[config.mk]
export PLATFORM = sky130hd
export DESIGN_NAME = oidt_cmp
export DESIGN_NICKNAME = d
export VERILOG_FILES = /design/src/rtl/oidt_pkg.sv /design/src/rtl/oidt_cmp.sv
export SDC_FILE = /design/constraint.sdc
export NUM_CORES = 1
export LEC_CHECK = 0
export BUFFER_PORTS_ARGS = -buffer_cell sky130_fd_sc_hd__buf_2
export CORE_AREA = 2 2 39 41
export DETAILED_ROUTE_END_ITERATION = 8
export DIE_AREA = 0 0 41 43
export GPL_ROUTABILITY_DRIVEN = 0
export SLEW_MARGIN = 20
export SYNTH_ARGS = -nofsm -noshare
export SYNTH_HDL_FRONTEND = slang
export SYNTH_SLANG_ARGS = --single-unit
[constraint.sdc]
create_clock -name vclk -period 1.4
set_input_delay 0.07 -clock vclk [all_inputs]
set_output_delay 0.07 -clock vclk [all_outputs]
set_load 0.05 [all_outputs]
[src/rtl/oidt_pkg.sv]
// Package: sizes, function codes, sequencer states and inter-module structs.
package oidt_pkg;

  localparam int unsigned ENTRIES     = 64;
  localparam int unsigned MAX_OID_LEN = 32;
  localparam int unsigned IDX_W       = $clog2(ENTRIES);
  localparam int unsigned POS_W       = $clog2(MAX_OID_LEN);
  localparam int unsigned LEN_W       = POS_W + 1;
  localparam int unsigned CNT_W       = IDX_W + 1;
  localparam int unsigned TBL_DEPTH   = ENTRIES * MAX_OID_LEN;
  localparam int unsigned TBL_AW      = IDX_W + POS_W;
  localparam int unsigned SUB_W       = 8;
  localparam int unsigned FUNC_W      = 3;

  localparam logic [FUNC_W-1:0] FUNC_WR_SUBID  = 3'd0;
  localparam logic [FUNC_W-1:0] FUNC_WR_LENGTH = 3'd1;
  localparam logic [FUNC_W-1:0] FUNC_WR_QUERY  = 3'd2;
  localparam logic [FUNC_W-1:0] FUNC_GET       = 3'd3;
  localparam logic [FUNC_W-1:0] FUNC_GETNEXT   = 3'd4;

  localparam logic [LEN_W-1:0] MAX_LEN = LEN_W'(MAX_OID_LEN);
  localparam logic [CNT_W-1:0] MAX_CNT = CNT_W'(ENTRIES);

  typedef enum logic [2:0] {
    S_IDLE,
    S_LEN_RD,
    S_SETUP,
    S_BYTE_RD,
    S_BYTE_CMP,
    S_LEN_CMP,
    S_DONE
  } state_e;

  typedef struct packed {
    logic             tbl_we;
    logic             len_we;
    logic             qry_we;
    logic [IDX_W-1:0] entry;
    logic [POS_W-1:0] pos;
    logic [SUB_W-1:0] value;
    logic [LEN_W-1:0] length;
  } wr_req_t;

  typedef struct packed {
    logic [IDX_W-1:0] entry;
    logic [POS_W-1:0] pos;
  } rd_addr_t;

  typedef struct packed {
    logic [LEN_W-1:0] elen;
    logic [SUB_W-1:0] tsub;
    logic [SUB_W-1:0] qsub;
  } rd_data_t;

  function automatic logic [LEN_W-1:0] clamp_len(input logic [LEN_W-1:0] len);
    return (len > MAX_LEN) ? MAX_LEN : len;
  endfunction

endpackage

[src/rtl/oidt_cmp.sv]
// Shared magnitude comparator used for sub-id bytes and lengths.
module oidt_cmp (
  input  logic [oidt_pkg::SUB_W-1:0] a_i,
  input  logic [oidt_pkg::SUB_W-1:0] b_i,
  output logic                       lt_o,
  output logic                       eq_o
);

  assign lt_o = (a_i < b_i);
  assign eq_o = (a_i == b_i);

endmodule

Word level (Yosys, flattened, before mapping)
Index checks and enable logic that the tools add are counted.
Widths: inputs -> output; s select.
{ "word_totals": {"ff_bits": 0, "latchBits": 0, "mem_bits_rw": 0, "mem_bits_ro": 0, "word_cells": 2, "mem_count": 0} }
{ "classes": {"addsub": 0, "mul": 0, "div": 0, "n_lt_le_gt_ge": 1, "n_eq_ne": 1, "n_shift": 0, "mux": 0, "bitwise_logic": 0, "n_reduce_logical": 0} }
{ "ops": {"columns": ["op", "count"], "rows": [
  ["$eq 8x8->1", 1],
  ["$lt 8x8->1", 1]
]} }

Logic depth before layout (Yosys ltp)
{ "logic_depth": {"depth_word": 1, "depth_mapped": 6} }

Worst setup path after synthesis
OpenSTA, ideal clock, no wires.
{ "synth_timing": {"path_kind": "input port to output port", "start": "input b_i[1] in the netlist's numbering", "end": "output lt_o", "arrival_time_ps": 1818, "t_required_ps": 1330, "slack_ps": -488, "cell_stages": 6, "n_path_buf": 0, "cell_sequence": "inv_1 -> ha_1 -> nor2b_1 -> o211ai_2 -> a21oi_1 -> a2111oi_2"} }
{ "synth_via": {"elab_chain_cells": 1} }
{ "synth_rtl": {"columns": ["element", "line", "rtl"], "rows": [
  ["from (decl)", "oidt_cmp.sv:4", "input logic [oidt_pkg::SUB_W-1:0] b_i,"],
  ["$lt 8x8->1", "oidt_cmp.sv:9", "assign lt_o = (a_i < b_i);"],
  ["to (decl)", "oidt_cmp.sv:5", "output logic lt_o,"]
]} }
Every way passes these cells.

Final worst setup path
{ "layout_timing": {"start": "input a_i[1] in the netlist's numbering", "end": "output lt_o"} }
{ "layout_via": {"elab_chain_cells": 1} }
{ "layout_rtl": {"columns": ["element", "line", "rtl"], "rows": [
  ["from (decl)", "oidt_cmp.sv:3", "input logic [oidt_pkg::SUB_W-1:0] a_i,"],
  ["$lt 8x8->1", "oidt_cmp.sv:9", null]
]} }
Every way passes these cells.

==> results.md <==
| Stage | Item | This run |
|:---|:---|:---|
| synthesis | Netlist Area Pre-Place | 203 µm² |
| cells and area | Antenna cells | 0 |
| outcome | Result of the run | finished, final reports clean |
| cells and area | Final net count | 71 |
| synthesis | Cell types occupying the most area after synthesis | sky130_fd_sc_hd__ha_1 (49%), sky130_fd_sc_hd__inv_1 (15%), sky130_fd_sc_hd__a21oi_1 (7.4%) |
| timing | Slew Viols, Final | 0 |
| power | Pwr dens | 311 mW/mm² |
| routing | Final routed wire length divided by cell count | 7.30 µm |
| cells and area | Number of filler instances in the final layout | 158 |
| setup path | Sort of element at the start of the critical path | primary input |
| cells and area | Growth of design area from synthesis to finish | 63.6% |
| timing | Headroom to the max-slew limit | 0.834 |
| min path | Path category of the worst min-delay check | primary input to primary output |
| timing | Period Utilization, post-route | 0.954 |
| synthesis | Synth Warn # | 0 |
| floorplan | Die X-Extent | 41 µm |
| synthesis | Sequential share of the synthesized area | 0 |
| floorplan | Placeable core region | 0.00138 mm² |
| timing | Min Clock Period, post-route | 1.34 ns |
| global route | Initial antenna violation count | 0 |
| timing | Measured slew at the worst slew-check pin | 0.251 ns |
| placement | Cells after DPL | 61 |
| routing | Iteration count of the initial detailed-routing pass | 2 |
| routing | Antenna-violating nets left | 0 |
| setup path | Largest driver fanout on the critical path | 2 |
| placement | Final HPWL DP | 434 µm |
| timing | Number of failing setup endpoints in the final timing report | 0 |
| power | Switching portion of total power | 0.514 |
| routing | Met3 routed wirelength | 51 µm |
| global route | Largest net degree at the start of global routing | 4 |
| synthesis | Share of the synthesized area in the top cell type | 0.494 |
| synthesis | Gate count of the mapped netlist | 27 |
| power | Clock group share of total power | 0 |
| routing | Routed wire length on met2 | 211 µm |
| routing | DR vias/cell | 3.84 |
| synthesis | Count of distinct cell types in the synthesized netlist | 9 |
| floorplan | Die outline area | 0.00176 mm² |
| routing | DRC violation total after the first TritonRoute iteration | 2 |
| synthesis | Average cell area after synthesis | 7.51 µm² |
| timing | Achievable frequency | 749 MHz |
| setup path | Required time of the critical path | 1.33 ns |
| power | Leakage component of the power | 0.198 nW |
| cells and area | Number of non-filler instances in the completed layout | 61 |
| global route | First-pass GRT wire length | 655 µm |
| floorplan | I/O pin total | 18 |
| synthesis | Most common library cells after synthesis | sky130_fd_sc_hd__ha_1 (8), sky130_fd_sc_hd__inv_1 (8), sky130_fd_sc_hd__a21oi_1 (3) |
| timing | Number of endpoints with negative hold slack in the final report | 0 |
| cells and area | Seq Cell Count | 0 |
| setup path | Start-to-end type of the worst setup path | primary input to primary output |
| global route | Number of global-route vias before repair | 190 |
| min path | Worst Hold Path Cells | 4 |
| floorplan | Starting density of the core | 0.146 |
| power | Combinational share of power | 1.000 |
| routing | DRC violation count after routing | 0 |
| cells and area | Final cell area excluding filler cells | 332 µm² |
| placement | Placement Cell Area | 329 µm² |
| routing | Top layer reached by signal wires | met3 |
| global route | Congestion Overflow GR | 0 |
| power | Net switching power | 0.0000530 W |
| floorplan | Die boundary height | 43 µm |
| timing | Unrepaired setup endpoints after global routing | no |
| synthesis | Synthesized Nets | 51 |
| placement | Number of buffers inserted by port buffering | 18 |
| power | IR drop worst, VDD | 81.3 µV |
| synthesis | Cell taking the most area after synthesis | sky130_fd_sc_hd__ha_1 |
| clock tree | Number of setup buffers added after CTS | 0 |
| routing | Vias post-DR | 234 |
| job | Number of max-cap violations | 0 |
| routing | Wire length after detailed routing | 445 µm |
| cells and area | Share of final-layout standard cells stronger than drive strength 1 | 0.467 |
| power | Internal power | 0.0000500 W |
| setup path | Arrival time at the worst endpoint | 1.27 ns |
| routing | Wl on met1 | 182 µm |
| floorplan | Row count | 14 |
| setup path | Category of the worst setup path capture point | primary output |
| cells and area | Clock buffer count in the final layout | 0 |
| power | Sequential Power Share | 0 |
| cells and area | Flip-flop and latch area | 0 µm² |
| global route | Combined global-route utilization of all metal layers | 0.0490 |
[routing by layer]
metal | vias to the layer above | GRT usage
met5 | - | 0
met4 | 0 | 0
met3 | 0 | 0
met2 | 12 | 0.0906
met1 | 93 | 0.0633
li1 | 129 | -
[power groups by stage]
stage | registers [W] | logic, W | clock network (W)
final | 0 | 0.000103 | 0
after global routing | 0 | 0.000116 | 0
after CTS | 0 | 0.000105 | 0
after detailed placement | 0 | 0.000102 | 0
after global placement | 0 | 0.000101 | 0
after floorplan | 0 | 0.0000684 | 0
[cell families after synthesis]
family                     share of synthesized area
and+or+nand+nor                                0.148
adders and majority gates                      0.494
buffers and inverters                          0.148
AOI/OAI and AO/OA                              0.210
[worst max-delay path, cell delays in order]
cell                        delay, ns
sky130_fd_sc_hd__buf_2           0.10
sky130_fd_sc_hd__ha_1            0.30
sky130_fd_sc_hd__nor2b_1         0.14
sky130_fd_sc_hd__o211ai_2        0.14
sky130_fd_sc_hd__a21oi_2         0.08
sky130_fd_sc_hd__a2111oi_4       0.18
sky130_fd_sc_hd__buf_4           0.25
[worst paths after layout]
check	from	endpoint	slack, ns
setup / recovery	a_i[1]	lt_o	0.06
hold / removal	a_i[7]	lt_o	0.65
[cell usage in the layout, fill, tap and decap left out]
cell / Yosys / routed
sky130_fd_sc_hd__nand2_1: 1 / 1
sky130_fd_sc_hd__o211ai_2: 1 / 1
sky130_fd_sc_hd__nor2_1: 2 / 2
sky130_fd_sc_hd__ha_1: 8 / 8
sky130_fd_sc_hd__buf_2: 0 / 17
sky130_fd_sc_hd__a21oi_2: 0 / 1
sky130_fd_sc_hd__a21oi_1: 3 / 2
sky130_fd_sc_hd__inv_1: 8 / 8
sky130_fd_sc_hd__a2111oi_4: 0 / 1
sky130_fd_sc_hd__buf_4: 0 / 1
sky130_fd_sc_hd__nor2b_1: 1 / 1
sky130_fd_sc_hd__nand4_1: 2 / 2
[area by class of cell]
type / instances / area, µm² / area share
inverters: 8 / 30.0 / 0.0906
repair buffers: 18 / 92.6 / 0.279
multi-input cells: 19 / 189 / 0.570
well taps: 16 / 20.0 / 0.0604
[timing repair]
action / CTS / global route
hold buffers: 0 / 0
endpoints found under the setup margin: 1 / 0
resized for setup: 1 / 0
[per-stage QoR]
stage | TNS [ns] | total power [W] | utilization | setup WS [ns] | hold WS [ns]
after detailed placement | -0.00949 | 0.000102 | 0.238 | -0.00949 | 0.675
after global placement | 0 | 0.000101 | 0.238 | 0.0178 | 0.672
after floorplan | 0 | 0.0000684 | - | 0.00686 | 0.419
after global routing | 0 | 0.000116 | 0.240 | 0.00146 | 0.675
final | 0 | 0.000103 | 0.240 | 0.0643 | 0.649
after CTS | 0 | 0.000105 | 0.240 | 0.0495 | 0.659
Power figures use the tool's default switching activity.
