**src/rtl/oidt_pkg.sv**
```systemverilog
// Package: sizes, function codes, sequencer states and inter-module structs.
package oidt_pkg;

  localparam int unsigned ENTRIES     = 64;
  localparam int unsigned MAX_OID_LEN = 32;
  localparam int unsigned IDX_W       = $clog2(ENTRIES);
  localparam int unsigned POS_W       = $clog2(MAX_OID_LEN);
  localparam int unsigned LEN_W       = POS_W + 1;
  localparam int unsigned CNT_W       = IDX_W + 1;
  localparam int unsigned TBL_DEPTH   = ENTRIES * MAX_OID_LEN;
  localparam int unsigned TBL_AW      = IDX_W + POS_W;
  localparam int unsigned SUB_W       = 8;
  localparam int unsigned FUNC_W      = 3;

  localparam logic [FUNC_W-1:0] FUNC_WR_SUBID  = 3'd0;
  localparam logic [FUNC_W-1:0] FUNC_WR_LENGTH = 3'd1;
  localparam logic [FUNC_W-1:0] FUNC_WR_QUERY  = 3'd2;
  localparam logic [FUNC_W-1:0] FUNC_GET       = 3'd3;
  localparam logic [FUNC_W-1:0] FUNC_GETNEXT   = 3'd4;

  localparam logic [LEN_W-1:0] MAX_LEN = LEN_W'(MAX_OID_LEN);
  localparam logic [CNT_W-1:0] MAX_CNT = CNT_W'(ENTRIES);

  typedef enum logic [2:0] {
    S_IDLE,
    S_LEN_RD,
    S_SETUP,
    S_BYTE_RD,
    S_BYTE_CMP,
    S_LEN_CMP,
    S_DONE
  } state_e;

  typedef struct packed {
    logic             tbl_we;
    logic             len_we;
    logic             qry_we;
    logic [IDX_W-1:0] entry;
    logic [POS_W-1:0] pos;
    logic [SUB_W-1:0] value;
    logic [LEN_W-1:0] length;
  } wr_req_t;

  typedef struct packed {
    logic [IDX_W-1:0] entry;
    logic [POS_W-1:0] pos;
  } rd_addr_t;

  typedef struct packed {
    logic [LEN_W-1:0] elen;
    logic [SUB_W-1:0] tsub;
    logic [SUB_W-1:0] qsub;
  } rd_data_t;

  function automatic logic [LEN_W-1:0] clamp_len(input logic [LEN_W-1:0] len);
    return (len > MAX_LEN) ? MAX_LEN : len;
  endfunction

endpackage

```
**src/rtl/oidt_ctrl.sv**
```systemverilog
// Sequencer: decodes transactions, walks entries and bytes, holds the result.
module oidt_ctrl (
  input  logic                          clk_i,
  input  logic                          rst_ni,
  input  logic                          in_valid_i,
  output logic                          in_ready_o,
  input  logic [oidt_pkg::FUNC_W-1:0]   func_i,
  input  logic [oidt_pkg::IDX_W-1:0]    entry_index_i,
  input  logic [oidt_pkg::POS_W-1:0]    position_i,
  input  logic [oidt_pkg::SUB_W-1:0]    subid_value_i,
  input  logic [oidt_pkg::LEN_W-1:0]    oid_length_i,
  input  logic [oidt_pkg::CNT_W-1:0]    entry_count_i,
  output logic                          out_valid_o,
  input  logic                          out_ready_i,
  output logic                          found_o,
  output logic [oidt_pkg::IDX_W-1:0]    match_index_o,
  output oidt_pkg::wr_req_t             wr_o,
  output oidt_pkg::rd_addr_t            rd_addr_o,
  input  oidt_pkg::rd_data_t            rd_data_i,
  output logic [oidt_pkg::SUB_W-1:0]    cmp_a_o,
  output logic [oidt_pkg::SUB_W-1:0]    cmp_b_o,
  input  logic                          cmp_lt_i,
  input  logic                          cmp_eq_i
);

  oidt_pkg::state_e state_q, state_d;

  logic [oidt_pkg::IDX_W-1:0] idx_q, idx_d;
  logic [oidt_pkg::POS_W-1:0] pos_q, pos_d;
  logic [oidt_pkg::LEN_W-1:0] qlen_q, qlen_d;
  logic [oidt_pkg::LEN_W-1:0] elen_q, elen_d;
  logic [oidt_pkg::LEN_W-1:0] common_q, common_d;
  logic [oidt_pkg::CNT_W-1:0] limit_q, limit_d;
  logic                       next_q, next_d;
  logic                       hit_q, hit_d;
  logic [oidt_pkg::IDX_W-1:0] hit_idx_q, hit_idx_d;
  logic                       out_valid_q, out_valid_d;
  logic                       found_q, found_d;
  logic [oidt_pkg::IDX_W-1:0] match_q, match_d;

  logic                       accept;
  logic                       is_lookup;
  logic [oidt_pkg::CNT_W-1:0] start_limit;
  logic [oidt_pkg::LEN_W-1:0] setup_common;
  logic                       decide;
  logic                       gt;
  logic                       hit;
  logic                       stop;
  logic                       last_entry;
  logic                       last_byte;
  logic                       out_room;

  assign in_ready_o  = (state_q == oidt_pkg::S_IDLE);
  assign accept      = in_valid_i && in_ready_o;
  assign is_lookup   = (func_i == oidt_pkg::FUNC_GET) || (func_i == oidt_pkg::FUNC_GETNEXT);
  assign start_limit = (entry_count_i > oidt_pkg::MAX_CNT) ? oidt_pkg::MAX_CNT : entry_count_i;
  assign setup_common = (rd_data_i.elen < qlen_q) ? rd_data_i.elen : qlen_q;

  assign gt         = !cmp_lt_i && !cmp_eq_i;
  assign hit        = next_q ? gt : cmp_eq_i;
  assign stop       = hit || gt;
  assign decide     = ((state_q == oidt_pkg::S_BYTE_CMP) && !cmp_eq_i) ||
                      (state_q == oidt_pkg::S_LEN_CMP);
  assign last_entry = ({1'b0, idx_q} + oidt_pkg::CNT_W'(1)) == limit_q;
  assign last_byte  = ({1'b0, pos_q} + oidt_pkg::LEN_W'(1)) == common_q;
  assign out_room   = !out_valid_q || out_ready_i;

  assign rd_addr_o.entry = idx_q;
  assign rd_addr_o.pos   = pos_q;

  assign out_valid_o   = out_valid_q;
  assign found_o       = found_q;
  assign match_index_o = match_q;

  always_comb begin
    if (state_q == oidt_pkg::S_LEN_CMP) begin
      cmp_a_o = oidt_pkg::SUB_W'(elen_q);
      cmp_b_o = oidt_pkg::SUB_W'(qlen_q);
    end else begin
      cmp_a_o = rd_data_i.tsub;
      cmp_b_o = rd_data_i.qsub;
    end
  end

  always_comb begin
    state_d = state_q;
    case (state_q)
      oidt_pkg::S_IDLE: begin
        if (accept && is_lookup) begin
          state_d = (start_limit == '0) ? oidt_pkg::S_DONE : oidt_pkg::S_LEN_RD;
        end
      end
      oidt_pkg::S_LEN_RD: state_d = oidt_pkg::S_SETUP;
      oidt_pkg::S_SETUP: begin
        state_d = (setup_common == '0) ? oidt_pkg::S_LEN_CMP : oidt_pkg::S_BYTE_RD;
      end
      oidt_pkg::S_BYTE_RD: state_d = oidt_pkg::S_BYTE_CMP;
      oidt_pkg::S_BYTE_CMP: begin
        if (!cmp_eq_i) begin
          state_d = (stop || last_entry) ? oidt_pkg::S_DONE : oidt_pkg::S_LEN_RD;
        end else if (last_byte) begin
          state_d = oidt_pkg::S_LEN_CMP;
        end else begin
          state_d = oidt_pkg::S_BYTE_RD;
        end
      end
      oidt_pkg::S_LEN_CMP: begin
        state_d = (stop || last_entry) ? oidt_pkg::S_DONE : oidt_pkg::S_LEN_RD;
      end
      oidt_pkg::S_DONE: begin
        if (out_room) begin
          state_d = oidt_pkg::S_IDLE;
        end
      end
      default: state_d = oidt_pkg::S_IDLE;
    endcase
  end

  always_comb begin
    idx_d       = idx_q;
    pos_d       = pos_q;
    qlen_d      = qlen_q;
    elen_d      = elen_q;
    common_d    = common_q;
    limit_d     = limit_q;
    next_d      = next_q;
    hit_d       = hit_q;
    hit_idx_d   = hit_idx_q;
    out_valid_d = out_valid_q && !out_ready_i;
    found_d     = found_q;
    match_d     = match_q;

    wr_o.tbl_we = accept && (func_i == oidt_pkg::FUNC_WR_SUBID);
    wr_o.len_we = accept && (func_i == oidt_pkg::FUNC_WR_LENGTH);
    wr_o.qry_we = accept && (func_i == oidt_pkg::FUNC_WR_QUERY);
    wr_o.entry  = entry_index_i;
    wr_o.pos    = position_i;
    wr_o.value  = subid_value_i;
    wr_o.length = oidt_pkg::clamp_len(oid_length_i);

    case (state_q)
      oidt_pkg::S_IDLE: begin
        if (accept && is_lookup) begin
          idx_d     = '0;
          pos_d     = '0;
          qlen_d    = oidt_pkg::clamp_len(oid_length_i);
          limit_d   = start_limit;
          next_d    = (func_i == oidt_pkg::FUNC_GETNEXT);
          hit_d     = 1'b0;
          hit_idx_d = '0;
        end
      end
      oidt_pkg::S_SETUP: begin
        elen_d   = rd_data_i.elen;
        common_d = setup_common;
        pos_d    = '0;
      end
      oidt_pkg::S_BYTE_CMP: begin
        if (cmp_eq_i && !last_byte) begin
          pos_d = pos_q + oidt_pkg::POS_W'(1);
        end
      end
      oidt_pkg::S_DONE: begin
        if (out_room) begin
          out_valid_d = 1'b1;
          found_d     = hit_q;
          match_d     = hit_idx_q;
        end
      end
      default: ;
    endcase

    if (decide) begin
      if (stop) begin
        hit_d     = hit;
        hit_idx_d = hit ? idx_q : '0;
      end else if (!last_entry) begin
        idx_d = idx_q + oidt_pkg::IDX_W'(1);
      end
    end
  end

  always_ff @(posedge clk_i or negedge rst_ni) begin
    if (!rst_ni) begin
      state_q     <= oidt_pkg::S_IDLE;
      out_valid_q <= 1'b0;
    end else begin
      state_q     <= state_d;
      out_valid_q <= out_valid_d;
    end
  end

  always_ff @(posedge clk_i) begin
    idx_q     <= idx_d;
    pos_q     <= pos_d;
    qlen_q    <= qlen_d;
    elen_q    <= elen_d;
    common_q  <= common_d;
    limit_q   <= limit_d;
    next_q    <= next_d;
    hit_q     <= hit_d;
    hit_idx_q <= hit_idx_d;
    found_q   <= found_d;
    match_q   <= match_d;
  end

endmodule

```
**config.mk**
```make
export PLATFORM = sky130hd
export DESIGN_NAME = oidt_ctrl
export DESIGN_NICKNAME = d
export VERILOG_FILES = /design/src/rtl/oidt_pkg.sv /design/src/rtl/oidt_ctrl.sv
export SDC_FILE = /design/constraint.sdc
export NUM_CORES = 1
export LEC_CHECK = 0
export BUFFER_PORTS_ARGS = -buffer_cell sky130_fd_sc_hd__buf_2
export CORE_ASPECT_RATIO = 1.2
export CORE_UTILIZATION = 52
export CTS_CLUSTER_SIZE = 20
export DETAILED_ROUTE_END_ITERATION = 16
export PLACE_DENSITY = 0.82
export SYNTH_ARGS = -nofsm -noshare
export SYNTH_HDL_FRONTEND = slang
export SYNTH_SLANG_ARGS = --single-unit
```
**constraint.sdc**
```tcl
create_clock -name clk_i -period 4.3 [get_ports clk_i]
set_input_delay 1.29 -clock clk_i [delete_from_list [all_inputs] [get_ports clk_i]]
set_output_delay 1.29 -clock clk_i [all_outputs]
set_load 0.03 [all_outputs]
```
; Word-level counts from Yosys, hierarchy flattened
; Cells that the tools add are included.
; W data, S select, Z words.
[op_classes]
n_addsub = 4
magnitude_cmp = 3
eq_ne = 15
mux = 33
reduce_logical = 28
[ops]
columns = operator, n
row1 = $mux W6, 12
row2 = $mux W3, 7
row3 = $pmux W3 S7, 1
row4 = $mux W8, 2
row5 = $pmux W5 S3, 1
row6 = $eq A3 B2 Y1 const B, 4
row7 = $eq A3 B3 Y1 const B, 4
row8 = $mux W5, 2
row9 = $logic_and A1 B1 Y1, 9
row10 = $add A6 B1 Y7 const B, 1
row11 = $eq A7 B7 Y1, 1
row12 = $gt A7 B7 Y1 const B, 1
row13 = $logic_not A7 Y1, 1
row14 = $mux W1, 7
row15 = $mux W7, 1
row16 = $add A5 B1 Y6 const B, 1
row17 = $add A6 B1 Y6 const B, 1
row18 = $eq A3 B1 Y1 const B, 2
row19 = $eq A6 B6 Y1, 1
row20 = $gt A6 B6 Y1 const B, 1
row21 = $logic_not A3 Y1, 2
row22 = $logic_not A6 Y1, 1
row23 = $lt A6 B6 Y1, 1
row24 = $reduce_and A2 Y1, 3
row25 = 7 further kinds, 16
[word_totals]
regBits = 55
in_bits = 63
output_inout_bits = 64
elab_cells = 96

; Logic depth before layout (Yosys ltp)
; Gate-level depths: netlist of run 1.
[depth]
ltp_word = 8
mapped_depth = 8
depth_no_buf = 8

; Least setup slack after synthesis of run 1
; No wires, ideal clock.
[synth_path]
path_type = input to output
from = in func_i[2] (netlist bit)
to = out wr_o[26] (netlist bit)
arrival_ns = 2.266
required_ns = 3.010
path_slack_ns = 0.744
stages = 2
path_buffers = 0
cell_sequence = nand3b_1 -> nor3b_1
[synth_lines]
columns = item, line_no
row1 = "start, declared", oidt_ctrl.sv:7  ; input logic [oidt_pkg::FUNC_W-1:0] func_i,
row2 = "end, declared", oidt_ctrl.sv:17  ; output oidt_pkg::wr_req_t wr_o,

; Final worst setup path of run 1
[layout_path]
from = reg state_q[2]
to = out cmp_a_o[3] (netlist bit)
[layout_via]
elab_chain_cells = 2
[layout_lines]
columns = item, line_no
row1 = "start, declared", oidt_ctrl.sv:26  ; oidt_pkg::state_e state_q, state_d;
row2 = "start signal, assigned", oidt_ctrl.sv:185  ; state_q <= oidt_pkg::S_IDLE;
row3 = "start signal, assigned", oidt_ctrl.sv:188  ; state_q <= state_d;
row4 = $eq A3 B3 Y1, oidt_ctrl.sv:76  ; if (state_q == oidt_pkg::S_LEN_CMP) begin
row5 = $mux W8, oidt_ctrl.sv:76
row6 = "end, declared", oidt_ctrl.sv:20  ; output logic [oidt_pkg::SUB_W-1:0] cmp_a_o,
; No other way between the ends.

==> results of run 1 <==
==> final timing paths <==
path	endpoint	slack, ns	start	cells past startpoint
worst max register to register	pos_q[1]$_SDFFCE_PN0P_	1.74	pos_q[0]$_SDFFCE_PN0P_	7
min in group asynchronous	out_valid_o$_DFF_PN0_	0.77	rst_ni	1
max in group asynchronous	state_q[1]$_DFFE_PN0P_	3.39	rst_ni	1
worst min register to register	match_index_o[2]$_DFFE_PP_	0.45	hit_idx_q[2]$_DFF_P_	0
worst max-delay path	cmp_a_o[3]	0.47	state_q[2]$_DFFE_PN0P_	4
worst min-delay path	match_index_o[2]$_DFFE_PP_	0.45	hit_idx_q[2]$_DFF_P_	0
==> Yosys cell counts, types with 2 or more instances <==
| master | number | area share [%] |
|---|---|---|
| or4_1 | 3 | 0.73 |
| o221ai_1 | 2 | 0.56 |
| a21o_1 | 3 | 0.73 |
| nand3b_1 | 5 | 1.2 |
| o21a_1 | 2 | 0.48 |
| nand3_1 | 7 | 1.1 |
| o21ai_0 | 12 | 1.9 |
| a21oi_1 | 10 | 1.6 |
| nand4_1 | 2 | 0.40 |
| edfxtp_1 | 38 | 37 |
| xnor2_1 | 13 | 3.7 |
| nor3_1 | 10 | 1.6 |
| nor2b_1 | 15 | 3.0 |
| nand2b_1 | 5 | 1.0 |
| nor3b_1 | 6 | 1.5 |
| nand2_1 | 13 | 1.6 |
| dfrtp_1 | 4 | 3.2 |
| a22o_1 | 5 | 1.4 |
| inv_1 | 12 | 1.5 |
| dfxtp_1 | 13 | 8.4 |
| or3_1 | 2 | 0.40 |
| o211ai_1 | 4 | 0.97 |
| and2_1 | 5 | 1.0 |
| ha_1 | 7 | 2.8 |
| xor2_1 | 5 | 1.4 |
| and3_1 | 4 | 0.81 |
| buf_4 | 21 | 5.1 |
| nor2_1 | 14 | 1.7 |
| mux2_2 | 13 | 4.7 |
| a31o_1 | 5 | 1.4 |
| clkbuf_1 | 9 | 1.1 |
==> area by class of cell <==
class | count | share of cell area (%)
clock buffer | 6 | 2.643
clock inverter | 2 | 0.4581
sequential | 55 | 42.28
inverter | 12 | 1.268
tap | 80 | 2.819
timing repair buffer | 88 | 12.40
multi-input combinational | 191 | 38.13
==> state kept, by name (all words and copies together) (netlist names) <==
signal / count
limit_q: 7
common_q: 6
elen_q: 6
hit_idx_q: 6
idx_q: 6
match_index_o: 6
qlen_q: 6
pos_q: 5
state_q: 3
found_o: 1
hit_q: 1
next_q: 1
out_valid_o: 1
==> routing by layer <==
layer / wire length, µm / up-vias / track usage, % / part of all wire, %
met5: 0 / - / 0 / 0
met4: 131 / 0 / 9.447 / 2.2
met3: 313 / 15 / 3.837 / 5.1
met2: 3039 / 95 / 33.47 / 50
met1: 2608 / 1086 / 24.41 / 43
li1: - / 1156 / - / -
==> power by group through the flow <==
| stage | Combinational (mW) | Clock (mW) | Sequential [mW] |
|---|---|---|---|
| final | 0.738 | 0.327 | 0.830 |
| after global routing | 0.803 | 0.347 | 0.850 |
| after CTS | 0.740 | 0.330 | 0.829 |
| after detailed placement | 0.739 | 0 | 0.841 |
| after global placement | 0.711 | 0 | 0.831 |
| after floorplan | 0.537 | 0 | 0.876 |
==> placed cells by master (no fill, tap or decap), types with 12 or more instances in the layout <==
master	Yosys	routed
mux2_2	13	13
xnor2_1	13	13
buf_2	0	88
inv_1	12	12
dfxtp_1	13	13
nand2_1	13	13
nor2_1	14	14
edfxtp_1	38	38
o21ai_0	12	12
nor2b_1	15	15
==> logic make-up (layout without fill, tap and decap cells) <==
kind of cell	count (synthesis)	in the layout	share of synthesized area [%]
AOI/OAI and AO/OA	53	53	12.26
xor gates and xnor gates	18	18	5.081
adders and majority gates	8	8	3.145
buffers and inverters	43	108	7.984
DFF	55	55	48.39
muxes	14	14	5.040
and+or+nand+nor	98	98	18.10
==> stage by stage <==
step / util, % / hold WS (ns) / cell area, µm²
3_5_place_dp: 60.31 / 0.4263 / 3441
5_1_grt: 62.24 / 0.4662 / 3551
2_1_floorplan: - / 0.4090 / 3103
4_1_cts: 62.24 / 0.4548 / 3551
6_report: 62.24 / 0.4502 / 3551
3_3_place_gp: 60.31 / 0.4193 / 3441
==> flow_summary_export.csv, run 1 <==
group,metric,value,unit
timing,timing.final.ws_setup,0.4713,ns
timing,rsz0062_at_grt,"no",
drt,drc_errors,0,
clock_network,clockRootBuffer,"clkbuf_8",
place,dp.cells,426,
yosys,ys.flop_type,"edfxtp_1",
power,power_leakage,1.462,nW
setup_path,crit_chain,"nor2b_1 > nand2_1 > mux2_2 > buf_2",
floorplanning,start_util,54.39,%
outcome,status,"complete, no violations",
cells_and_area,multiInputGateArea,0.001354,mm²
setup_path,critical_path_buf_inv_count,1,
drt,viasPerCell,5.419,
floorplanning,rows,30,
floorplanning,pin_count,127,
clock_network,cts_repair_resize_count,0,
yosys,async_reset_ff_share,7.273,%
timing,fmax,261.2,MHz
yosys,synth-seq-cells,55,
clock_network,path_clk_slew,0.10,ns
clock_network,cts_setup_buffers,0,
setup_path,critPathMaxStageDelay,0.58,ns
place,port_buffers,88,
cells_and_area,instances_no_fill,434,
power,power_density,533.9,mW/mm²
power,p_comb_share,38.9,%
power,p_int,1.138,mW
drt,wl_per_cell,14.04,µm
clock_network,cts_made_buffers,5,
yosys,synth_edf_count,38,
power,ir_drop,0.2786,mV
cells_and_area,final_nets,423,
setup_path,arrival,2.54,ns
clock_network,hold_buffers,0,
global_routing,grt_pass1_vias,2093,
yosys,netlist_area,0.003103,mm²
cells_and_area,nFillCells,486,
yosys,avgSynthCellArea,10.74,µm²
clock_network,tritoncts,"yes",
setup_path,cp_slowest_cell,"dfrtp_1",
drt,routed_wl,6093,µm
setup_path,critPathRequiredTime,3.01,ns
timing,maxSlewHeadroom,30.19,%
global_routing,grt_first_pass_wirelength,9673,µm
place,routabilityCongestion,0.8689,
power,power.total,1.896,mW
floorplanning,coreArea,0.005705,mm²
clock_network,cts_sinks,55,
yosys,synth.distinct_cells,51,
power,sw_frac_of_total,39.98,%
setup_path,path_class,"flop to output pin",
place,hpwl,4747,µm
setup_path,crit_path_end_kind,"output pin",
power,p_clk_share,17.3,%
clock_network,htree_num_levels,2,
setup_path,crit_fanout,22,
floorplanning,die_area,0.006281,mm²
cells_and_area,antenna-diode-count,0,
power,pwr-share-seq,43.8,%
yosys,synthesis.instances,289,
yosys,seq_area_frac_synth,48.39,%
global_routing,antenna_found_initial,0,
drt,drt_iter0_drc,110,
worst_hold_path,hold_class,"flop to flop",
timing,setup_violations,0,
job,drv_cap,0,
drt,vias,2352,
power,p_switching,0.7578,mW
clock_network,clock_latency,0.31,ns
yosys,syn_nets,359,
timing,skew,0.01361,ns
timing,finalCritPeriodShare,89.04,%
floorplanning,die_h,86.62,µm
timing,period_minus_slack,3.829,ns
cells_and_area,drive_above_1_share,33.33,%
drt,dr.pass1.iters,4,
timing,hold_violations,0,
cells_and_area,syn_to_final_growth,14.44,%
floorplanning,die_x,72.52,µm
place,pre_cts_slack,0.8409,ns
global_routing,overflow,0,
yosys,yosysWarnings,0,
cells_and_area,register_area,0.001501,mm²
setup_path,critPathLaunchType,"flop",
clock_network,clk_path_buf_depth,2,
timing,finalMaxSlewViolations,0,
timing,worst_pin_slew,1.043,ns
setup_path,path_delay_family,"simple AND/OR/NAND/NOR gates",
drt,drtAntennaViolNets,0,
timing,timing.setup.tns,0,ns
global_routing,grt_usage,19.88,%
global_routing,grt_max_degree,23,
Power figures use the tool's default switching activity.
==> run 2, diff against run 1 <==
--- a/config.mk
+++ b/config.mk
@@ -11,6 +11,7 @@
 export CTS_CLUSTER_SIZE = 20
 export DETAILED_ROUTE_END_ITERATION = 16
 export PLACE_DENSITY = 0.82
+export RECOVER_POWER = 100
 export SYNTH_ARGS = -nofsm -noshare
 export SYNTH_HDL_FRONTEND = slang
 export SYNTH_SLANG_ARGS = --single-unit
==> run 2 against run 1 <==
Fmax fell by 0.90%. Register-to-register slack about the same. Sequential share of layout area increased by 1.0 points. Critical endpoint is now cmp_b_o[1].
==> flow_summary_export.csv, run 2 (same netlist as run 1, synthesis figures left out) <==
group,metric,value,unit
drt,dr.pass1.iters,4,
floorplanning,die_x,72.52,µm
drt,drtAntennaViolNets,0,
global_routing,overflow,0,
setup_path,crit_path_end_kind,"output pin",
clock_network,clock_latency,0.31,ns
power,p_int,1.109,mW
cells_and_area,mostFrequentLayoutCell,"clkbuf_1",
cells_and_area,syn_to_final_growth,11.73,%
drt,drc_errors,0,
clock_network,hold_buffers,0,
cells_and_area,antenna-diode-count,0,
cells_and_area,instances_no_fill,434,
clock_network,cts_repair_resize_count,0,
timing,period_minus_slack,3.864,ns
place,hpwl,4747,µm
floorplanning,rows,30,
clock_network,clk_path_buf_depth,2,
power,pwr-share-seq,44.5,%
setup_path,crit_chain,"nor2b_1 > nand2_1 > o21ai_0 > clkbuf_1",
cells_and_area,final_nets,423,
clock_network,htree_num_levels,2,
timing,timing.setup.tns,0,ns
floorplanning,pin_count,127,
timing,setup_violations,0,
drt,routed_wl,6108,µm
cells_and_area,largest_reg_flops,7,
place,port_buffers,88,
setup_path,worst-r2r-setup-slack,1.75,ns
timing,timing.final.ws_setup,0.4365,ns
timing,finalCritPeriodShare,89.85,%
power,power_density,537.7,mW/mm²
worst_hold_path,hold_path_depth,0,
floorplanning,start_util,54.39,%
global_routing,grt_usage,19.88,%
power,sw_frac_of_total,40.53,%
drt,viasPerCell,5.431,
timing,maxSlewHeadroom,32.27,%
floorplanning,die_h,86.62,µm
setup_path,r2r-end,"pos_q[3]$_SDFFCE_PN0P_",
global_routing,grt_first_pass_wirelength,9673,µm
setup_path,r2r-start,"pos_q[0]$_SDFFCE_PN0P_",
clock_network,cts_made_buffers,5,
drt,vias,2357,
power,p_switching,0.7557,mW
outcome,status,"complete, no violations",
power,p_clk_share,17.5,%
timing,hold_violations,0,
setup_path,critPathRequiredTime,3.01,ns
timing,worst_pin_slew,1.012,ns
setup_path,cp_slowest_cell,"dfrtp_1",
global_routing,antenna_found_initial,0,
place,dp.cells,426,
worst_hold_path,hold_path_end,"match_index_o[2]$_DFFE_PP_",
job,drv_cap,0,
setup_path,crit_fanout,22,
drt,drt_iter0_drc,101,
power,power_leakage,1.281,nW
place,pre_cts_slack,0.8409,ns
timing,finalMaxSlewViolations,0,
cells_and_area,nFillCells,524,
clock_network,clockRootBuffer,"clkbuf_8",
clock_network,path_clk_slew,0.10,ns
cells_and_area,layout_common_cells,"56 x clkbuf_1, 38 x edfxtp_1, 32 x buf_2",
cells_and_area,regMostFlops,"limit_q",
clock_network,cts_sinks,55,
power,p_comb_share,38.0,%
drt,wl_per_cell,14.07,µm
power,ir_drop,0.2718,mV
floorplanning,die_area,0.006281,mm²
timing,fmax,258.8,MHz
place,routabilityCongestion,0.8689,
timing,rsz0062_at_grt,"no",
global_routing,grt_pass1_vias,2093,
timing,hold_ws,0.4506,ns
global_routing,grt_max_degree,23,
worst_hold_path,min_from,"hit_idx_q[2]$_DFF_P_",
clock_network,tritoncts,"yes",
worst_hold_path,hold_class,"flop to flop",
setup_path,r2r_cells,7,
setup_path,critPathLaunchType,"flop",
timing,skew,0.01317,ns
floorplanning,coreArea,0.005705,mm²
setup_path,critPathMaxStageDelay,0.57,ns
setup_path,arrival,2.57,ns
cells_and_area,drive_above_1_share,16.10,%
setup_path,path_class,"flop to output pin",
clock_network,cts_setup_buffers,0,
## run 2: critical path: cells and delay by family (launching register included)
family	cells	cell delay (ns)
compound gates	1	0.37
buf+inv	1	0.34
flops	1	0.57
simple gates	2	0.98
## run 2: worst max path at each step
stage | start | cells past startpoint | to | slack, ns
after floorplan | func_i[2] | 2 | wr_o[26] | 0.74
after global placement | state_q[2]$_DFFE_PN0P_ | 4 | cmp_a_o[1] | 0.99
after detailed placement | state_q[2]$_DFFE_PN0P_ | 4 | cmp_a_o[3] | 0.84
after CTS | state_q[2]$_DFFE_PN0P_ | 4 | cmp_a_o[3] | 0.49
after global routing | state_q[2]$_DFFE_PN0P_ | 4 | cmp_b_o[1] | 0.23
final | state_q[2]$_DFFE_PN0P_ | 4 | cmp_b_o[1] | 0.44
## run 2: metrics by stage
stage	total power [mW]	util (%)	area (µm²)
2_1_floorplan	1.413	-	3103
6_report	1.864	60.77	3467
4_1_cts	1.899	62.24	3551
3_3_place_gp	1.542	60.31	3441
3_5_place_dp	1.579	60.31	3441
5_1_grt	1.971	60.77	3467
## run 2: per-layer routing
metal	up-vias	global-route usage, %	part of all wire, %
li1	1154	-	-
met1	1084	24.41	42
met2	106	33.47	50
met3	13	3.837	5.4
met4	0	9.447	1.8
met5	-	0	0
## run 2: power by group through the flow
stage / Sequential (mW) / Combinational [mW] / Clock, mW
2_1_floorplan: 0.876 / 0.537 / 0
3_3_place_gp: 0.831 / 0.711 / 0
3_5_place_dp: 0.841 / 0.739 / 0
4_1_cts: 0.829 / 0.740 / 0.330
5_1_grt: 0.851 / 0.773 / 0.347
6_report: 0.830 / 0.708 / 0.326
## run 2: cell type report
type                    instances  area (µm²)  area share (%)
repair buffers                 88       370.4           10.68
inverters                      12       45.04           1.299
flip-flops and latches         55        1501           43.31
well taps                      80       100.1           2.887
multi-input cells             191        1340           38.65
clock buffers                   6       93.84           2.707
clock inverters                 2       16.27          0.4691
==> run 3, diff against run 2 <==
--- a/config.mk
+++ b/config.mk
@@ -6,8 +6,11 @@
 export NUM_CORES = 1
 export LEC_CHECK = 0
 export BUFFER_PORTS_ARGS = -buffer_cell sky130_fd_sc_hd__buf_2
+export CELL_PAD_IN_SITES_DETAIL_PLACEMENT = 1
+export CELL_PAD_IN_SITES_GLOBAL_PLACEMENT = 2
 export CORE_ASPECT_RATIO = 1.2
-export CORE_UTILIZATION = 52
+export CORE_MARGIN = 8
+export CORE_UTILIZATION = 31
 export CTS_CLUSTER_SIZE = 20
 export DETAILED_ROUTE_END_ITERATION = 16
 export PLACE_DENSITY = 0.82
==> run 3 against run 2 <==
Routed wire length increased by 29%. Non-clock buffer count unchanged. Final cell count increased by 11%. Sequential power increased by 1%. First-iteration DRC count increased by 21%. Critical path depth unchanged. Fmax increased by 0.36%. Critical path type unchanged. Largest cell class unchanged. Largest power group unchanged.
==> flow_summary_export.csv, run 3 (same netlist as run 1, synthesis figures left out) <==
group,metric,value,unit
setup_path,critPathLaunchType,"flop",
place,routabilityCongestion,0.7642,
setup_path,path_class,"flop to output pin",
global_routing,antenna_found_initial,0,
cells_and_area,largest_reg_flops,7,
power,power.total,1.970,mW
setup_path,critical_path_buf_inv_count,1,
clock_network,clock_latency,0.29,ns
timing,finalMaxSlewViolations,0,
clock_network,cts_setup_buffers,0,
cells_and_area,final_nets,423,
clock_network,clockRootBuffer,"clkbuf_16",
power,ir_drop,0.1752,mV
floorplanning,coreArea,0.009859,mm²
clock_network,tritoncts,"yes",
setup_path,worst-r2r-setup-slack,1.77,ns
timing,fmax,259.8,MHz
setup_path,r2r-start,"pos_q[0]$_SDFFCE_PN0P_",
setup_path,crit_path_end_kind,"output pin",
setup_path,path_delay_family,"simple AND/OR/NAND/NOR gates",
power,sw_frac_of_total,39.49,%
job,drv_cap,0,
global_routing,grt_pass1_vias,2589,
drt,drc_errors,0,
setup_path,cp_slowest_cell,"dfrtp_1",
drt,vias,2340,
timing,hold_violations,0,
timing,timing.setup.tns,0,ns
setup_path,arrival,2.56,ns
timing,period_minus_slack,3.850,ns
timing,timing.final.ws_setup,0.4504,ns
timing,worst_pin_slew,1.052,ns
place,dp.cells,472,
worst_hold_path,min_from,"hit_q$_DFF_P_",
timing,maxSlewHeadroom,29.61,%
power,pwr-share-seq,42.5,%
outcome,status,"complete, no violations",
global_routing,grt_max_degree,23,
worst_hold_path,hold_class,"flop to flop",
floorplanning,start_util,31.47,%
power,power_leakage,1.314,nW
timing,rsz0062_at_grt,"no",
setup_path,r2r_cells,7,
worst_hold_path,hold_path_end,"found_o$_DFFE_PP_",
cells_and_area,nFillCells,1131,
cells_and_area,layout_common_cells,"54 x clkbuf_1, 38 x edfxtp_1, 34 x buf_2",
cells_and_area,antenna-diode-count,0,
power,power_density,551.0,mW/mm²
cells_and_area,instances_no_fill,480,
floorplanning,rows,40,
cells_and_area,regMostFlops,"limit_q",
global_routing,overflow,0,
floorplanning,pin_count,127,
clock_network,path_clk_slew,0.07,ns
setup_path,crit_fanout,22,
drt,viasPerCell,4.875,
clock_network,hold_buffers,0,
clock_network,cts_made_buffers,5,
power,p_comb_share,36.4,%
place,hpwl,6240,µm
drt,dr.pass1.iters,4,
drt,drt_iter0_drc,122,
timing,skew,0.003182,ns
clock_network,clk_path_buf_depth,2,
worst_hold_path,hold_path_depth,0,
drt,wl_per_cell,16.40,µm
cells_and_area,mostFrequentLayoutCell,"clkbuf_1",
global_routing,grt_first_pass_wirelength,12700,µm
setup_path,crit_chain,"nor2b_1 > nand2_1 > mux2_2 > clkbuf_1",
timing,setup_violations,0,
drt,routed_wl,7873,µm
cells_and_area,design_area,0.003575,mm²
power,p_switching,0.7778,mW
global_routing,grt_usage,11.68,%
floorplanning,die_h,125.6,µm
power,p_clk_share,21.1,%
place,placed_area,0.003498,mm²
cells_and_area,syn_to_final_growth,15.20,%
drt,drtAntennaViolNets,0,
clock_network,htree_num_levels,2,
setup_path,critPathMaxStageDelay,0.57,ns
clock_network,cts_sinks,55,
floorplanning,die_x,107.3,µm
floorplanning,die_area,0.01348,mm²
power,p_int,1.192,mW
cells_and_area,drive_above_1_share,16.38,%
place,port_buffers,88,
clock_network,cts_repair_resize_count,0,
timing,finalCritPeriodShare,89.53,%
place,pre_cts_slack,0.7807,ns
setup_path,r2r-end,"pos_q[3]$_SDFFCE_PN0P_",
setup_path,critPathRequiredTime,3.01,ns
[run 3: changes by cell type in the layout (fill, tap and decap cells not counted), moves of 2 or more]
cell       change
clkbuf_16      +4
mux2_2         -2
buf_2          +2
clkbuf_8       -4
mux2_1         +2
clkbuf_1       -2
[run 3: area by class of cell]
cell class	count	area, µm²	area share (%)
flip-flops and latches	55	1501	42.00
multi-input cells	191	1344	37.59
repair buffers	88	372.9	10.43
well taps	126	157.7	4.410
clock buffers	6	138.9	3.885
inverters	12	45.04	1.260
clock inverters	2	15.01	0.4200
[run 3: power by group through the flow]
stage	sequential, mW	clock [mW]	combinational [mW]
2_1_floorplan	0.876	0	0.537
3_3_place_gp	0.839	0	0.735
3_5_place_dp	0.850	0	0.749
4_1_cts	0.839	0.424	0.756
5_1_grt	0.859	0.446	0.785
6_report	0.838	0.415	0.717
[run 3: through the flow]
stage | utilization [%] | hold WS, ns
finish | 36.26 | 0.4374
global route | 36.26 | 0.4478
CTS | 37.04 | 0.4426
detailed placement | 35.48 | 0.4244
global placement | 35.48 | 0.4202
floorplan | - | 0.4090
[run 3: layer usage]
layer / part of all wire (%) / track usage (%) / vias up
li1: - / - / 1152
met1: 42 / 12.84 / 1110
met2: 50 / 20.43 / 66
met3: 5.7 / 2.929 / 12
met4: 2.3 / 5.319 / 0
met5: 0 / 0 / -
[run 3: how the worst max path moves through the flow]
stage                           startpoint    endpoint  cells after the start
finish              state_q[2]$_DFFE_PN0P_  cmp_a_o[3]                      4
CTS                 state_q[2]$_DFFE_PN0P_  cmp_a_o[3]                      4
global route        state_q[2]$_DFFE_PN0P_  cmp_b_o[1]                      4
global placement    state_q[2]$_DFFE_PN0P_  cmp_a_o[4]                      4
detailed placement  state_q[2]$_DFFE_PN0P_  cmp_a_o[3]                      4
floorplan                        func_i[2]    wr_o[26]                      2
